$ cat src/rtl/core/lbfg_pkg.sv
// Shared types, widths and constants of the load based frequency governor.
// Depends on nothing; every other file of the block imports it.
`default_nettype none

package lbfg_pkg;

  localparam int FREQ_W     = 22;
  localparam int PCT_W      = 7;
  localparam int TIME_W     = 48;
  localparam int IVL_W      = 27;
  localparam int CFG_IDX_W  = 3;
  localparam int CFG_DATA_W = 27;

  // Signed request width: holds current_freq plus a full up step and
  // current_freq minus the down step.
  localparam int REQ_W = FREQ_W + 2;

  // Shared divider geometry: the dividend covers 100 times a 48 bit interval.
  localparam int DIV_NUM_W = 55;
  localparam int DIV_DEN_W = TIME_W;
  localparam int DIV_CNT_W = $clog2(DIV_NUM_W + 1);

  localparam logic [FREQ_W-1:0] DOWN_STEP_KHZ   = FREQ_W'(256000);
  localparam logic [TIME_W-1:0] MIN_INTERVAL_US = TIME_W'(1000);

  localparam logic [FREQ_W-1:0] MIN_FREQ_RST      = FREQ_W'(0);
  localparam logic [FREQ_W-1:0] MAX_FREQ_RST      = FREQ_W'(4194303);
  localparam logic [FREQ_W-1:0] IDEAL_FREQ_RST    = FREQ_W'(998400);
  localparam logic [PCT_W-1:0]  HIGH_LOAD_RST     = PCT_W'(54);
  localparam logic [PCT_W-1:0]  LOW_LOAD_RST      = PCT_W'(15);
  localparam logic [IVL_W-1:0]  UP_INTERVAL_RST   = IVL_W'(45000);
  localparam logic [IVL_W-1:0]  DOWN_INTERVAL_RST = IVL_W'(45000);
  localparam logic [FREQ_W-1:0] UP_STEP_RST       = FREQ_W'(256000);

  typedef enum logic [1:0] {
    DEC_IGNORED = 2'd0,
    DEC_HELD    = 2'd1,
    DEC_RAISED  = 2'd2,
    DEC_LOWERED = 2'd3
  } decision_t;

  typedef enum logic [CFG_IDX_W-1:0] {
    REG_MIN_FREQ      = 3'd0,
    REG_MAX_FREQ      = 3'd1,
    REG_IDEAL_FREQ    = 3'd2,
    REG_HIGH_LOAD     = 3'd3,
    REG_LOW_LOAD      = 3'd4,
    REG_UP_INTERVAL   = 3'd5,
    REG_DOWN_INTERVAL = 3'd6,
    REG_UP_STEP       = 3'd7
  } cfg_reg_t;

  typedef enum logic [3:0] {
    S_IDLE,
    S_CHECK,
    S_INTERVAL,
    S_SCALE,
    S_DIV_LOAD,
    S_ELAPSED,
    S_DECIDE,
    S_STEP,
    S_DIV_PROP,
    S_CLAMP,
    S_RESOLVE,
    S_FINISH
  } state_t;

endpackage

`default_nettype wire

$ cat src/rtl/core/lbfg_in_if.sv
// Sample request channel of the governor: valid, ready and the sample fields.
// Depends on lbfg_pkg for the field widths.
`default_nettype none

interface lbfg_in_if import lbfg_pkg::*; ();
  logic                valid;
  logic                ready;
  logic [TIME_W-1:0]   idle_total_us;
  logic [TIME_W-1:0]   wall_total_us;
  logic [FREQ_W-1:0]   current_freq;
  logic                many_runnable;

  modport source (output valid, idle_total_us, wall_total_us, current_freq, many_runnable,
                  input ready);
  modport sink   (input valid, idle_total_us, wall_total_us, current_freq, many_runnable,
                  output ready);
endinterface

`default_nettype wire

$ cat src/rtl/core/lbfg_out_if.sv
// Result request channel of the governor: valid, ready and the decision fields.
// Depends on lbfg_pkg for the field widths.
`default_nettype none

interface lbfg_out_if import lbfg_pkg::*; ();
  logic               valid;
  logic               ready;
  logic [FREQ_W-1:0]  target_freq;
  logic [PCT_W-1:0]   load_pct;
  logic [1:0]         decision;

  modport source (output valid, target_freq, load_pct, decision, input ready);
  modport sink   (input valid, target_freq, load_pct, decision, output ready);
endinterface

`default_nettype wire

$ cat src/rtl/core/lbfg_div.sv
// Bit-serial restoring divider shared by the load and proportional step paths.
// Depends on lbfg_pkg for its widths; one quotient bit per cycle.
`default_nettype none

module lbfg_div import lbfg_pkg::*; (
  input  logic                 clk,
  input  logic                 rst,
  input  logic                 start,
  input  logic [DIV_NUM_W-1:0] dividend,
  input  logic [DIV_DEN_W-1:0] divisor,
  output logic                 done,
  output logic [DIV_NUM_W-1:0] quotient
);

  logic                 active;
  logic [DIV_CNT_W-1:0] count;
  logic [DIV_NUM_W-1:0] shreg;
  logic [DIV_DEN_W-1:0] rem;
  logic [DIV_DEN_W-1:0] den;
  logic [DIV_DEN_W:0]   trial;
  logic [DIV_DEN_W:0]   diff;
  logic                 fits;

  // The dividend shifts out at the top while quotient bits shift in below.
  assign trial = {rem, shreg[DIV_NUM_W-1]};
  assign diff  = trial - {1'b0, den};
  assign fits  = trial >= {1'b0, den};

  always_ff @(posedge clk) begin
    if (rst) begin
      active <= 1'b0;
      done   <= 1'b0;
      count  <= '0;
    end else if (start) begin
      active <= 1'b1;
      done   <= 1'b0;
      count  <= DIV_CNT_W'(DIV_NUM_W);
    end else if (active) begin
      count <= count - DIV_CNT_W'(1);
      if (count == DIV_CNT_W'(1)) begin
        active <= 1'b0;
        done   <= 1'b1;
      end
    end else begin
      done <= 1'b0;
    end
  end

  always_ff @(posedge clk) begin
    if (start) begin
      shreg <= dividend;
      den   <= divisor;
      rem   <= '0;
    end else if (active) begin
      rem   <= fits ? diff[DIV_DEN_W-1:0] : trial[DIV_DEN_W-1:0];
      shreg <= {shreg[DIV_NUM_W-2:0], fits};
    end
  end

  assign quotient = shreg;

endmodule

`default_nettype wire

$ cat src/rtl/core/load_based_frequency_governor.sv
// Load based frequency governor: one decision per sample request.
// An ignored sample yields its result without any division, and so does a zero load
// decision; any other waits for the shared divider, which divides again on the
// proportional path when the down step is zero.
// One sample at a time; the next is taken once the result has entered the output register.
// Reset (synchronous, rst high) restores the register defaults and clears the baseline.
`default_nettype none

module load_based_frequency_governor import lbfg_pkg::*; (
  input  logic                  clk,
  input  logic                  rst,
  input  logic                  cfg_we,
  input  logic [CFG_IDX_W-1:0]  cfg_index,
  input  logic [CFG_DATA_W-1:0] cfg_data,
  lbfg_in_if.sink               inbound,
  lbfg_out_if.source            outbound
);

  // Configuration registers.
  logic [FREQ_W-1:0] min_freq;
  logic [FREQ_W-1:0] max_freq;
  logic [FREQ_W-1:0] ideal_freq;
  logic [PCT_W-1:0]  high_load_pct;
  logic [PCT_W-1:0]  low_load_pct;
  logic [IVL_W-1:0]  up_interval_us;
  logic [IVL_W-1:0]  down_interval_us;
  logic [FREQ_W-1:0] up_step_khz;

  // Baseline kept between samples.
  logic              primed;
  logic [TIME_W-1:0] last_idle;
  logic [TIME_W-1:0] last_wall;
  logic [TIME_W-1:0] last_change;

  // The sample being worked on.
  logic [TIME_W-1:0] s_idle;
  logic [TIME_W-1:0] s_wall;
  logic [FREQ_W-1:0] s_cur;
  logic              s_many;

  // Intermediate values of the sequence.
  logic [TIME_W-1:0] di;
  logic [TIME_W-1:0] dw;
  logic [TIME_W-1:0] busy;
  logic [TIME_W-1:0] elapsed;
  logic              go_up;
  logic              go_down;
  logic signed [REQ_W-1:0] req;

  // Result under construction and the output register.
  logic [FREQ_W-1:0] res_freq;
  logic [PCT_W-1:0]  res_load;
  decision_t         res_dec;
  logic              out_valid;
  logic [FREQ_W-1:0] out_freq;
  logic [PCT_W-1:0]  out_load;
  decision_t         out_dec;

  state_t state;
  state_t state_next;

  // Shared divider hookup.
  logic                 div_start;
  logic [DIV_NUM_W-1:0] div_dividend;
  logic [DIV_DEN_W-1:0] div_divisor;
  logic                 div_done;
  logic [DIV_NUM_W-1:0] div_quot;

  logic                 in_take;
  logic                 out_load_en;
  logic                 prop_path;
  logic [DIV_NUM_W-1:0] busy_ext;
  logic [DIV_NUM_W-1:0] busy_x100;
  logic [FREQ_W+PCT_W-1:0] prop_prod;
  logic signed [REQ_W-1:0] cur_s;
  logic signed [REQ_W-1:0] min_s;
  logic signed [REQ_W-1:0] max_s;

  lbfg_div u_div (
    .clk      (clk),
    .rst      (rst),
    .start    (div_start),
    .dividend (div_dividend),
    .divisor  (div_divisor),
    .done     (div_done),
    .quotient (div_quot)
  );

  assign cur_s = $signed({2'b00, s_cur});
  assign min_s = $signed({2'b00, min_freq});
  assign max_s = $signed({2'b00, max_freq});

  // 100 times the busy time, built from three shifted copies (64 + 32 + 4).
  assign busy_ext  = DIV_NUM_W'(busy);
  assign busy_x100 = (busy_ext << 6) + (busy_ext << 5) + (busy_ext << 2);
  assign prop_prod = s_cur * res_load;

  // The proportional step is used only when a lowering request sits at or below
  // the ideal frequency and the fixed down step is zero.
  assign prop_path = go_down && !(s_cur > ideal_freq) && (DOWN_STEP_KHZ == '0);

  // Configuration writes.
  always_ff @(posedge clk) begin
    if (rst) begin
      min_freq         <= MIN_FREQ_RST;
      max_freq         <= MAX_FREQ_RST;
      ideal_freq       <= IDEAL_FREQ_RST;
      high_load_pct    <= HIGH_LOAD_RST;
      low_load_pct     <= LOW_LOAD_RST;
      up_interval_us   <= UP_INTERVAL_RST;
      down_interval_us <= DOWN_INTERVAL_RST;
      up_step_khz      <= UP_STEP_RST;
    end else if (cfg_we) begin
      unique case (cfg_reg_t'(cfg_index))
        REG_MIN_FREQ:      min_freq         <= cfg_data[FREQ_W-1:0];
        REG_MAX_FREQ:      max_freq         <= cfg_data[FREQ_W-1:0];
        REG_IDEAL_FREQ:    ideal_freq       <= cfg_data[FREQ_W-1:0];
        REG_HIGH_LOAD:     high_load_pct    <= cfg_data[PCT_W-1:0];
        REG_LOW_LOAD:      low_load_pct     <= cfg_data[PCT_W-1:0];
        REG_UP_INTERVAL:   up_interval_us   <= cfg_data[IVL_W-1:0];
        REG_DOWN_INTERVAL: down_interval_us <= cfg_data[IVL_W-1:0];
        REG_UP_STEP:       up_step_khz      <= cfg_data[FREQ_W-1:0];
        default: ;
      endcase
    end
  end

  // Next state of the sequencer.
  always_comb begin
    state_next = state;
    unique case (state)
      S_IDLE: begin
        if (inbound.valid) state_next = S_CHECK;
      end
      S_CHECK: begin
        // The first sample only primes the baseline; a repeated wall reading
        // is dropped without touching it.
        if (!primed || s_wall == last_wall) state_next = S_FINISH;
        else state_next = S_INTERVAL;
      end
      S_INTERVAL: begin
        // A short interval is ignored; idle beyond wall time means zero load
        // and needs no division.
        if (dw < MIN_INTERVAL_US) state_next = S_FINISH;
        else if (di > dw) state_next = S_ELAPSED;
        else state_next = S_SCALE;
      end
      S_SCALE: state_next = S_DIV_LOAD;
      S_DIV_LOAD: begin
        if (div_done) state_next = S_ELAPSED;
      end
      S_ELAPSED: state_next = S_DECIDE;
      S_DECIDE:  state_next = S_STEP;
      S_STEP: begin
        if (prop_path) state_next = S_DIV_PROP;
        else state_next = S_CLAMP;
      end
      S_DIV_PROP: begin
        if (div_done) state_next = S_CLAMP;
      end
      S_CLAMP:   state_next = S_RESOLVE;
      S_RESOLVE: state_next = S_FINISH;
      S_FINISH: begin
        if (!out_valid || outbound.ready) state_next = S_IDLE;
      end
      default: state_next = S_IDLE;
    endcase
  end

  // Control outputs of the sequencer.
  always_comb begin
    in_take      = 1'b0;
    out_load_en  = 1'b0;
    div_start    = 1'b0;
    div_dividend = busy_x100;
    div_divisor  = dw;
    unique case (state)
      S_IDLE: in_take = inbound.valid;
      S_SCALE: div_start = 1'b1;
      S_STEP: begin
        div_start    = prop_path;
        div_dividend = DIV_NUM_W'(prop_prod);
        div_divisor  = DIV_DEN_W'(high_load_pct);
      end
      S_FINISH: out_load_en = !out_valid || outbound.ready;
      default: ;
    endcase
  end

  assign inbound.ready = (state == S_IDLE);

  always_ff @(posedge clk) begin
    if (rst) state <= S_IDLE;
    else state <= state_next;
  end

  // Baseline and change time; these must start from zero after reset.
  always_ff @(posedge clk) begin
    if (rst) begin
      primed      <= 1'b0;
      last_idle   <= '0;
      last_wall   <= '0;
      last_change <= '0;
    end else begin
      if (state == S_CHECK) begin
        if (!primed) begin
          primed    <= 1'b1;
          last_idle <= s_idle;
          last_wall <= s_wall;
        end else if (s_wall != last_wall) begin
          last_idle <= s_idle;
          last_wall <= s_wall;
        end
      end
      if (state == S_RESOLVE && req != cur_s) last_change <= s_wall;
    end
  end

  // Datapath of the sequence.
  always_ff @(posedge clk) begin
    case (state)
      S_IDLE: begin
        if (in_take) begin
          s_idle <= inbound.idle_total_us;
          s_wall <= inbound.wall_total_us;
          s_cur  <= inbound.current_freq;
          s_many <= inbound.many_runnable;
        end
      end
      S_CHECK: begin
        res_freq <= s_cur;
        res_load <= '0;
        res_dec  <= DEC_IGNORED;
        di       <= s_idle - last_idle;
        dw       <= s_wall - last_wall;
      end
      S_INTERVAL: begin
        if (!(dw < MIN_INTERVAL_US)) res_dec <= DEC_HELD;
        busy <= dw - di;
      end
      S_DIV_LOAD: begin
        if (div_done) res_load <= div_quot[PCT_W-1:0];
      end
      S_ELAPSED: begin
        elapsed <= s_wall - last_change;
      end
      S_DECIDE: begin
        // High load, or no idle time at all, leaves the lowering test out.
        if (res_load > high_load_pct || di == '0) begin
          go_up   <= (s_cur < max_freq) &&
                     (s_cur < ideal_freq || di == '0 ||
                      elapsed >= TIME_W'(up_interval_us));
          go_down <= 1'b0;
        end else begin
          go_up   <= 1'b0;
          go_down <= (res_load < low_load_pct) && (s_cur > min_freq) &&
                     (s_cur > ideal_freq || elapsed >= TIME_W'(down_interval_us));
        end
      end
      S_STEP: begin
        // Without a raise or a lower the request stays at the current frequency;
        // the proportional path overwrites it once its quotient is in.
        if (go_up && s_many) begin
          if (s_cur < ideal_freq) req <= $signed({2'b00, ideal_freq});
          else if (up_step_khz != '0) req <= cur_s + $signed({2'b00, up_step_khz});
          else req <= max_s;
        end else if (go_down && s_cur > ideal_freq) begin
          req <= $signed({2'b00, ideal_freq});
        end else if (go_down && DOWN_STEP_KHZ != '0) begin
          req <= cur_s - $signed({2'b00, DOWN_STEP_KHZ});
        end else begin
          req <= cur_s;
        end
      end
      S_DIV_PROP: begin
        // A quotient above the current frequency (including division by a
        // zero threshold, which gives all ones) becomes one kHz below it.
        if (div_done) begin
          if (div_quot > DIV_NUM_W'(s_cur)) req <= cur_s - REQ_W'(1);
          else req <= $signed({2'b00, div_quot[FREQ_W-1:0]});
        end
      end
      S_CLAMP: begin
        // Only a request that differs from the current frequency is clamped;
        // the maximum is checked first.
        if (req != cur_s) begin
          if (req > max_s) req <= max_s;
          else if (req < min_s) req <= min_s;
        end
      end
      S_RESOLVE: begin
        if (req != cur_s) begin
          res_freq <= req[FREQ_W-1:0];
          res_dec  <= (req > cur_s) ? DEC_RAISED : DEC_LOWERED;
        end
      end
      default: ;
    endcase
  end

  // Output register: the next sample may be taken while a result waits here.
  always_ff @(posedge clk) begin
    if (rst) begin
      out_valid <= 1'b0;
    end else if (out_load_en) begin
      out_valid <= 1'b1;
    end else if (outbound.ready) begin
      out_valid <= 1'b0;
    end
  end

  always_ff @(posedge clk) begin
    if (out_load_en) begin
      out_freq <= res_freq;
      out_load <= res_load;
      out_dec  <= res_dec;
    end
  end

  assign outbound.valid       = out_valid;
  assign outbound.target_freq = out_freq;
  assign outbound.load_pct    = out_load;
  assign outbound.decision    = out_dec;

endmodule

`default_nettype wire

$ cat src/flat_wrapper.sv
// flat-port wrapper written by rule: the top's interface ports become plain ports
module load_based_frequency_governor_flat import lbfg_pkg::*;
  (clk, rst, cfg_we, cfg_index, cfg_data, inbound_valid, inbound_idle_total_us, inbound_wall_total_us, inbound_current_freq, inbound_many_runnable, inbound_ready, outbound_valid, outbound_target_freq, outbound_load_pct, outbound_decision, outbound_ready);
  lbfg_in_if inbound_i ();
  lbfg_out_if outbound_i ();
  input  logic clk;
  input  logic rst;
  input  logic cfg_we;
  input  logic [CFG_IDX_W-1:0] cfg_index;
  input  logic [CFG_DATA_W-1:0] cfg_data;
  input wire logic [$bits(inbound_i.valid)-1:0] inbound_valid;
  input wire logic [$bits(inbound_i.idle_total_us)-1:0] inbound_idle_total_us;
  input wire logic [$bits(inbound_i.wall_total_us)-1:0] inbound_wall_total_us;
  input wire logic [$bits(inbound_i.current_freq)-1:0] inbound_current_freq;
  input wire logic [$bits(inbound_i.many_runnable)-1:0] inbound_many_runnable;
  output wire logic [$bits(inbound_i.ready)-1:0] inbound_ready;
  output wire logic [$bits(outbound_i.valid)-1:0] outbound_valid;
  output wire logic [$bits(outbound_i.target_freq)-1:0] outbound_target_freq;
  output wire logic [$bits(outbound_i.load_pct)-1:0] outbound_load_pct;
  output wire logic [$bits(outbound_i.decision)-1:0] outbound_decision;
  input wire logic [$bits(outbound_i.ready)-1:0] outbound_ready;
  assign inbound_i.valid = inbound_valid;
  assign inbound_i.idle_total_us = inbound_idle_total_us;
  assign inbound_i.wall_total_us = inbound_wall_total_us;
  assign inbound_i.current_freq = inbound_current_freq;
  assign inbound_i.many_runnable = inbound_many_runnable;
  assign inbound_ready = inbound_i.ready;
  assign outbound_valid = outbound_i.valid;
  assign outbound_target_freq = outbound_i.target_freq;
  assign outbound_load_pct = outbound_i.load_pct;
  assign outbound_decision = outbound_i.decision;
  assign outbound_i.ready = outbound_ready;
  load_based_frequency_governor u_core (.clk(clk), .rst(rst), .cfg_we(cfg_we), .cfg_index(cfg_index), .cfg_data(cfg_data), .inbound(inbound_i), .outbound(outbound_i));
endmodule
$ cat config.mk
export PLATFORM = sky130hd
export DESIGN_NAME = load_based_frequency_governor_flat
export DESIGN_NICKNAME = d
export VERILOG_FILES = /design/src/rtl/core/lbfg_pkg.sv /design/src/rtl/core/lbfg_in_if.sv /design/src/rtl/core/lbfg_out_if.sv /design/src/rtl/core/lbfg_div.sv /design/src/rtl/core/load_based_frequency_governor.sv /design/src/flat_wrapper.sv
export SDC_FILE = /design/constraint.sdc
export NUM_CORES = 2
export LEC_CHECK = 0
export ABC_AREA = 1
export BUFFER_PORTS_ARGS = -buffer_cell sky130_fd_sc_hd__buf_2
export CELL_PAD_IN_SITES_DETAIL_PLACEMENT = 1
export CELL_PAD_IN_SITES_GLOBAL_PLACEMENT = 1
export CORE_AREA = 2 2 430 432
export CTS_CLUSTER_SIZE = 10
export DETAILED_ROUTE_END_ITERATION = 12
export DIE_AREA = 0 0 432 434
export PLACE_DENSITY_LB_ADDON = 0.1
export SKIP_CTS_REPAIR_TIMING = 1
export SLEW_MARGIN = 5
export SYNTH_ARGS = -nofsm -noshare
export SYNTH_HDL_FRONTEND = slang
export SYNTH_SLANG_ARGS = --single-unit
$ cat constraint.sdc
create_clock -name clk -period 9.4 [get_ports clk]
set_clock_uncertainty 0.2 [all_clocks]
set_input_delay 0.47 -clock clk [delete_from_list [all_inputs] [get_ports clk]]
set_output_delay 0.47 -clock clk [all_outputs]
set_load 0.05 [all_outputs]
Word-level counts from Yosys, hierarchy flattened
Cells that the tools add are included.
{ "classes": {"bitwise": 1, "muxes": 46, "magnitude_cmp": 15, "eq_ne": 31, "n_addsub": 11, "multipliers": 1, "reduce_logical": 41} }
{ "ops": {"columns": ["cell", "count"], "rows": [
  ["$mux W24", 10],
  ["$mux W48", 5],
  ["$sub A48 B48 Y48", 5],
  ["$mux W55", 3],
  ["$ge A48 B27 Y1", 2],
  ["$pmux W24 S3", 1],
  ["$add A54 B53 Y55", 1],
  ["$add A55 B50 Y55", 1],
  ["$gt A55 B22 Y1", 1],
  ["$ge A49 B48 Y1", 1],
  ["$eq A48 B48 Y1", 1],
  ["$gt A24 B23 Y1", 2],
  ["$gt A48 B48 Y1", 1],
  ["$logic_not A48 Y1", 1],
  ["$lt A48 B10 Y1 const B", 1],
  ["$ne A48 B48 Y1", 1],
  ["$pmux W4 S12", 1],
  ["$gt A22 B22 Y1", 2],
  ["$lt A22 B22 Y1", 2],
  ["$pmux W22 S2", 1],
  ["$mul A22 B7 Y29", 1],
  ["$lt A24 B23 Y1", 1],
  ["$mux W4", 6],
  ["$ne A24 B23 Y1", 1],
  ["other kinds (39)", 94]
]} }
{ "totals": {"output_inout_bits": 33, "input_bits": 154, "register_bits": 864} }

Depth between registers and ports, before layout
{ "logic_depth": {"ltp_word": 5, "mapped_depth": 18, "depth_no_buf": 18} }

Hierarchy
From an unflattened synthesis, not the netlist that was laid out.
{ "unflattened": {"hier_cells": 9584, "area_unflattened_um2": 68413.1} }
{ "by_module_without_submodules": {"columns": ["module", "seq_area_each_um2", "cells_each", "n_inst", "area_per_inst_um2"], "rows": [
  ["load_based_frequency_governor", 18107.4, 7915, 1, 57377.5],
  ["lbfg_div", 4214.0, 1669, 1, 11035.6]
]} }

Least setup slack after synthesis
Ideal clock, no wire load.
{ "synth_timing": {"path_kind": "flip-flop to flip-flop", "from": "reg u_core.state[3]", "to": "reg u_core.s_cur[0], enable pin", "t_required_ns": 8.456, "setup_slack_ns": -0.127, "path_stages_with_launch": 4, "period_less_slack_ns": 9.527, "arrival_ns": 8.583, "path_cell_list": "dfxtp_1 > nor2_1 > inv_1 > nor3_1"} }
{ "synth_between": {"elab_chain_cells": 3} }
{ "synth_lines": {"columns": ["element", "line_no", "rtl"], "rows": [
  ["from (decl)", "load_based_frequency_governor.sv:59", "state_t state;"],
  ["from (signal assigned)", "load_based_frequency_governor.sv:194", "else state <= state_next;"],
  ["$logic_not A4 Y1 (*)", "load_based_frequency_governor.sv:177, load_based_frequency_governor.sv:221", null],
  ["$mux W1", "load_based_frequency_governor.sv:177", "unique case (state)"],
  ["$reduce_and A2 Y1 (no source line) (*)", null, null],
  ["to (signal assigned)", "load_based_frequency_governor.sv:226", "s_cur <= inbound.current_freq;"],
  ["to (decl)", "load_based_frequency_governor.sv:38", "logic [FREQ_W-1:0] s_cur;"]
]} }
Mark *: on every way between the ends. The rest lies on a longest branch, timed or not.
A chain may end at the register's enable or synchronous reset.

Worst setup path in the final report
{ "layout_timing": {"from": "reg u_core.req[15]", "to": "reg u_core.req[20], enable pin"} }
{ "layout_between": {"elab_chain_cells": 3, "word_cells_on_any_way": 6, "cone_classes": "order compare: 2; eq/ne: 3; reduce/logical: 1"} }
{ "layout_lines": {"columns": ["element", "line_no", "rtl"], "rows": [
  ["from (decl)", "load_based_frequency_governor.sv:48", "logic signed [REQ_W-1:0] req;"],
  ["from (signal assigned)", "load_based_frequency_governor.sv:264", "if (s_cur < ideal_freq) req <= $signed({2'b00, ideal_freq});"],
  ["from (signal assigned)", "load_based_frequency_governor.sv:265", "else if (up_step_khz != '0) req <= cur_s + $signed({2'b00, up_step_khz});"],
  ["from (signal assigned)", "load_based_frequency_governor.sv:266", "else req <= max_s;"],
  ["$lt A24 B23 Y1, or another cell as far along", "load_based_frequency_governor.sv:288", "else if (req < min_s) req <= min_s;"],
  ["$ne A3 B1 Y1 (no source line) / $ne A2 B1 Y1 (equally long branches)", null, null],
  ["$reduce_and A4 Y1 (no source line) (*)", null, null]
]} }
Marked as above.

==> results.txt <==
status - completed
Leak - 32.3 nW
initial core utilization - 34.9%
Overflow after GRT - 0
pre-CTS WS - 4.87 ns
remaining antenna violation count - 0
setup violators final - 0
fin crit period - 4.55 ns
Synth area leader - edfxtp_1
Warnings, synthesis - 0
first-pass GRT wire length - 383000 um
RSZ-0062 raised after global routing - no
Setup TNS - 0 ns
Final GP Congestion - 0.932
top post-synthesis cells by area - edfxtp_1 24%, nand2_1 13%, dfxtp_1 11%
Yosys reg bits - 864
total number of vias - 60500
Detail Placement HPWL - 210000 um
Hold Path Depth - 6
peak supply drop - 0.283 mV
slowest CP cell - nand3_1
# IOs - 187
wire length per cell - 22.2 um
initial antenna violation count - 18
Slew Limit Headroom - 18.1%
final setup slack of the worst path - 4.85 ns
ys flop type - edfxtp_1
Port Buffers - 186
CTS max path bufs - 3
Num CTS Buffers - 109
htree depth - 3
crit path DAT - 4.76 ns
CTS tree - yes
clock latency on the worst-skew pair - 0.78 ns
Mapped Cells - 8941
Pins Over Slew Limit - 0
1st-iter DRT viols - 4100
DIE HEIGHT - 434 um
largest net degree at the start of global routing - 103
final WL - 259000 um
most common cell after layout, fill and taps aside - nand2_1
post-synthesis sequential area ratio - 35.1%
fin nets - 9956
CP bufs+invs - 1
Setup Crit Path Kind - reg2reg
Core Region - 182000 um2
mapped cell area - 63600 um2
clk root buf - clkbuf_16
worst slew pin tran - 1.23 ns
syn nets - 9681
Reg2Reg Depth - 12
Reg clk slew, reported paths - 0.06 ns
DRC - 0
vias in the first global route - 60000
Worst Path Max Fanout - 24
Pre-Repair DR Iteration Count - 6
asr flop ratio synth - 0%
FP Rows - 157
Power Dens Cells - 372 nW/um2
Area growth syn-to-layout - 13.2%
CP required - 9.61 ns
post-synth top area share - 23.7%
kind of cell adding the most delay to the critical path - simple AND/OR/NAND/NOR gates
final cycle utilization of the critical path - 48.4%
worst min-delay path class - in2reg
Mean Syn Cell Area - 7.12 um2
MaxCap Viol Count - 0
most frequent cells in the layout - 2196 x nand2_1, 1492 x inv_1, 900 x nor2_1
cell depth of the worst setup path - 12
layout cells sized above 1 - 5.29%
critical path cell sequence - ha_1, nand2_1, nor2_1, nand4_1, nor2_1, nand2_1, nand3_1, nand3_1, buf_4, nand3_1, nand2_1, nor2_4
post-layout power - 26.8 mW
final hold slack - 0.0610 ns
Avg Vias per Cell - 5.18
Cells after DPL - 11300
Die X - 432 um
CP Launch Type - flip-flop
full die area - 187000 um2
Total Routing Usage GR - 26.9%
Achievable Freq - 220 MHz
CP Capture Type - flip-flop
Final Hold Viols - 0
CP max stage delay - 0.77 ns
Synth cell types - 56
Post-synth EDFFs - 502
Layout Cells excl Fill - 11700
total clock sinks - 864
## stage by stage
step	area, um2	util, %
floorplan	63600	-
global placement	67100	36.8
detailed placement	67100	36.8
CTS	70600	38.7
global route	72100	39.5
finish	72100	39.5
## power breakdown
part           leakage [nW]  switching [mW]  total, mW  internal (mW)
sequential             7.57           0.933       6.57           5.64
combinational          23.1            11.3       16.1           4.77
clock                  1.69            1.80       4.19           2.39
total                  32.3            14.0       26.8           12.8
## state kept, by name, indices dropped and copies added (netlist names), 22 cells and up
register / count
u_core.last_change: 48
u_core.last_wall: 48
u_core.u_div.quotient: 55
u_core.ideal_freq: 22
u_core.u_div.den: 48
u_core.up_step_khz: 22
u_core.max_freq: 22
u_core.up_interval_us: 27
u_core.di: 48
u_core.elapsed: 48
u_core.res_freq: 22
u_core.dw: 48
u_core.s_idle: 48
u_core.min_freq: 22
u_core.down_interval_us: 27
u_core.req: 24
u_core.last_idle: 48
u_core.outbound.target_freq: 22
u_core.s_wall: 48
u_core.u_div.rem: 48
u_core.s_cur: 22
u_core.busy: 48
## cell families after synthesis
kind of cell	after synthesis	synth area share, %
flip-flops	864	35.1
XOR/XNOR	227	3.12
AND/OR/NAND/NOR	4001	26.1
adder cells (fa/ha/maj)	586	12.1
AO/OA/AOI/OAI	1525	13.1
buffers and inverters	1738	10.5
## worst min-delay path: stages
cell	delay [ns]
buf_2	0.11
nor2_1	0.05
inv_1	0.06
nor2_1	0.12
nand2_1	0.09
nand3_1	0.07
## worst paths after layout
| check | startpoint | endpoint | slack, ns |
|---|---|---|---|
| worst max-delay path | u_core.req[15] | u_core.req[20] | 4.85 |
| worst min-delay path | cfg_index[1] | u_core.low_load_pct[0] | 0.06 |
| worst max register to register | u_core.req[15] | u_core.req[20] | 4.85 |
| worst min register to register | u_core.res_freq[19] | u_core.outbound.target_freq[19] | 0.22 |
## synth_stat cells (all sizes together), types with 2 or more instances
library cell / instances
and2: 6
nand3b: 29
buf: 66
a21boi: 21
a211oi: 4
o21a: 17
fa: 51
o2111ai: 2
and3: 6
nor2: 930
dfxtp: 362
nor3: 78
a31oi: 47
a31o: 2
or2: 4
a311oi: 2
nand3: 517
clkinv: 4
o21bai: 46
o221ai: 3
o21ai: 557
nand4: 197
inv: 1518
nand2: 2206
ha: 535
xor2: 143
edfxtp: 502
xnor2: 84
nor4: 28
o31ai: 4
a21oi: 701
clkbuf: 150
o311ai: 5
o22ai: 4
o211ai: 73
a21o: 32
## area by class of cell
class	instances	area (um2)
antenna	2	5.00
clock buffer	164	3060
clock inverter	36	435
fill	22800	110000
inverter	1522	5720
multi-input combinational	6339	34800
sequential	864	22300
tap	2385	2980
timing repair buffer	380	2760
## routing by layer
layer	track usage [%]	routed length, um	vias up
li1	-	-	29700
met1	38.9	127000	29400
met5	0	69	-
met4	5.74	4930	12
met3	2.46	9800	250
met2	43.3	117000	1105
Note: power is estimated with default switching activity, not from simulation.
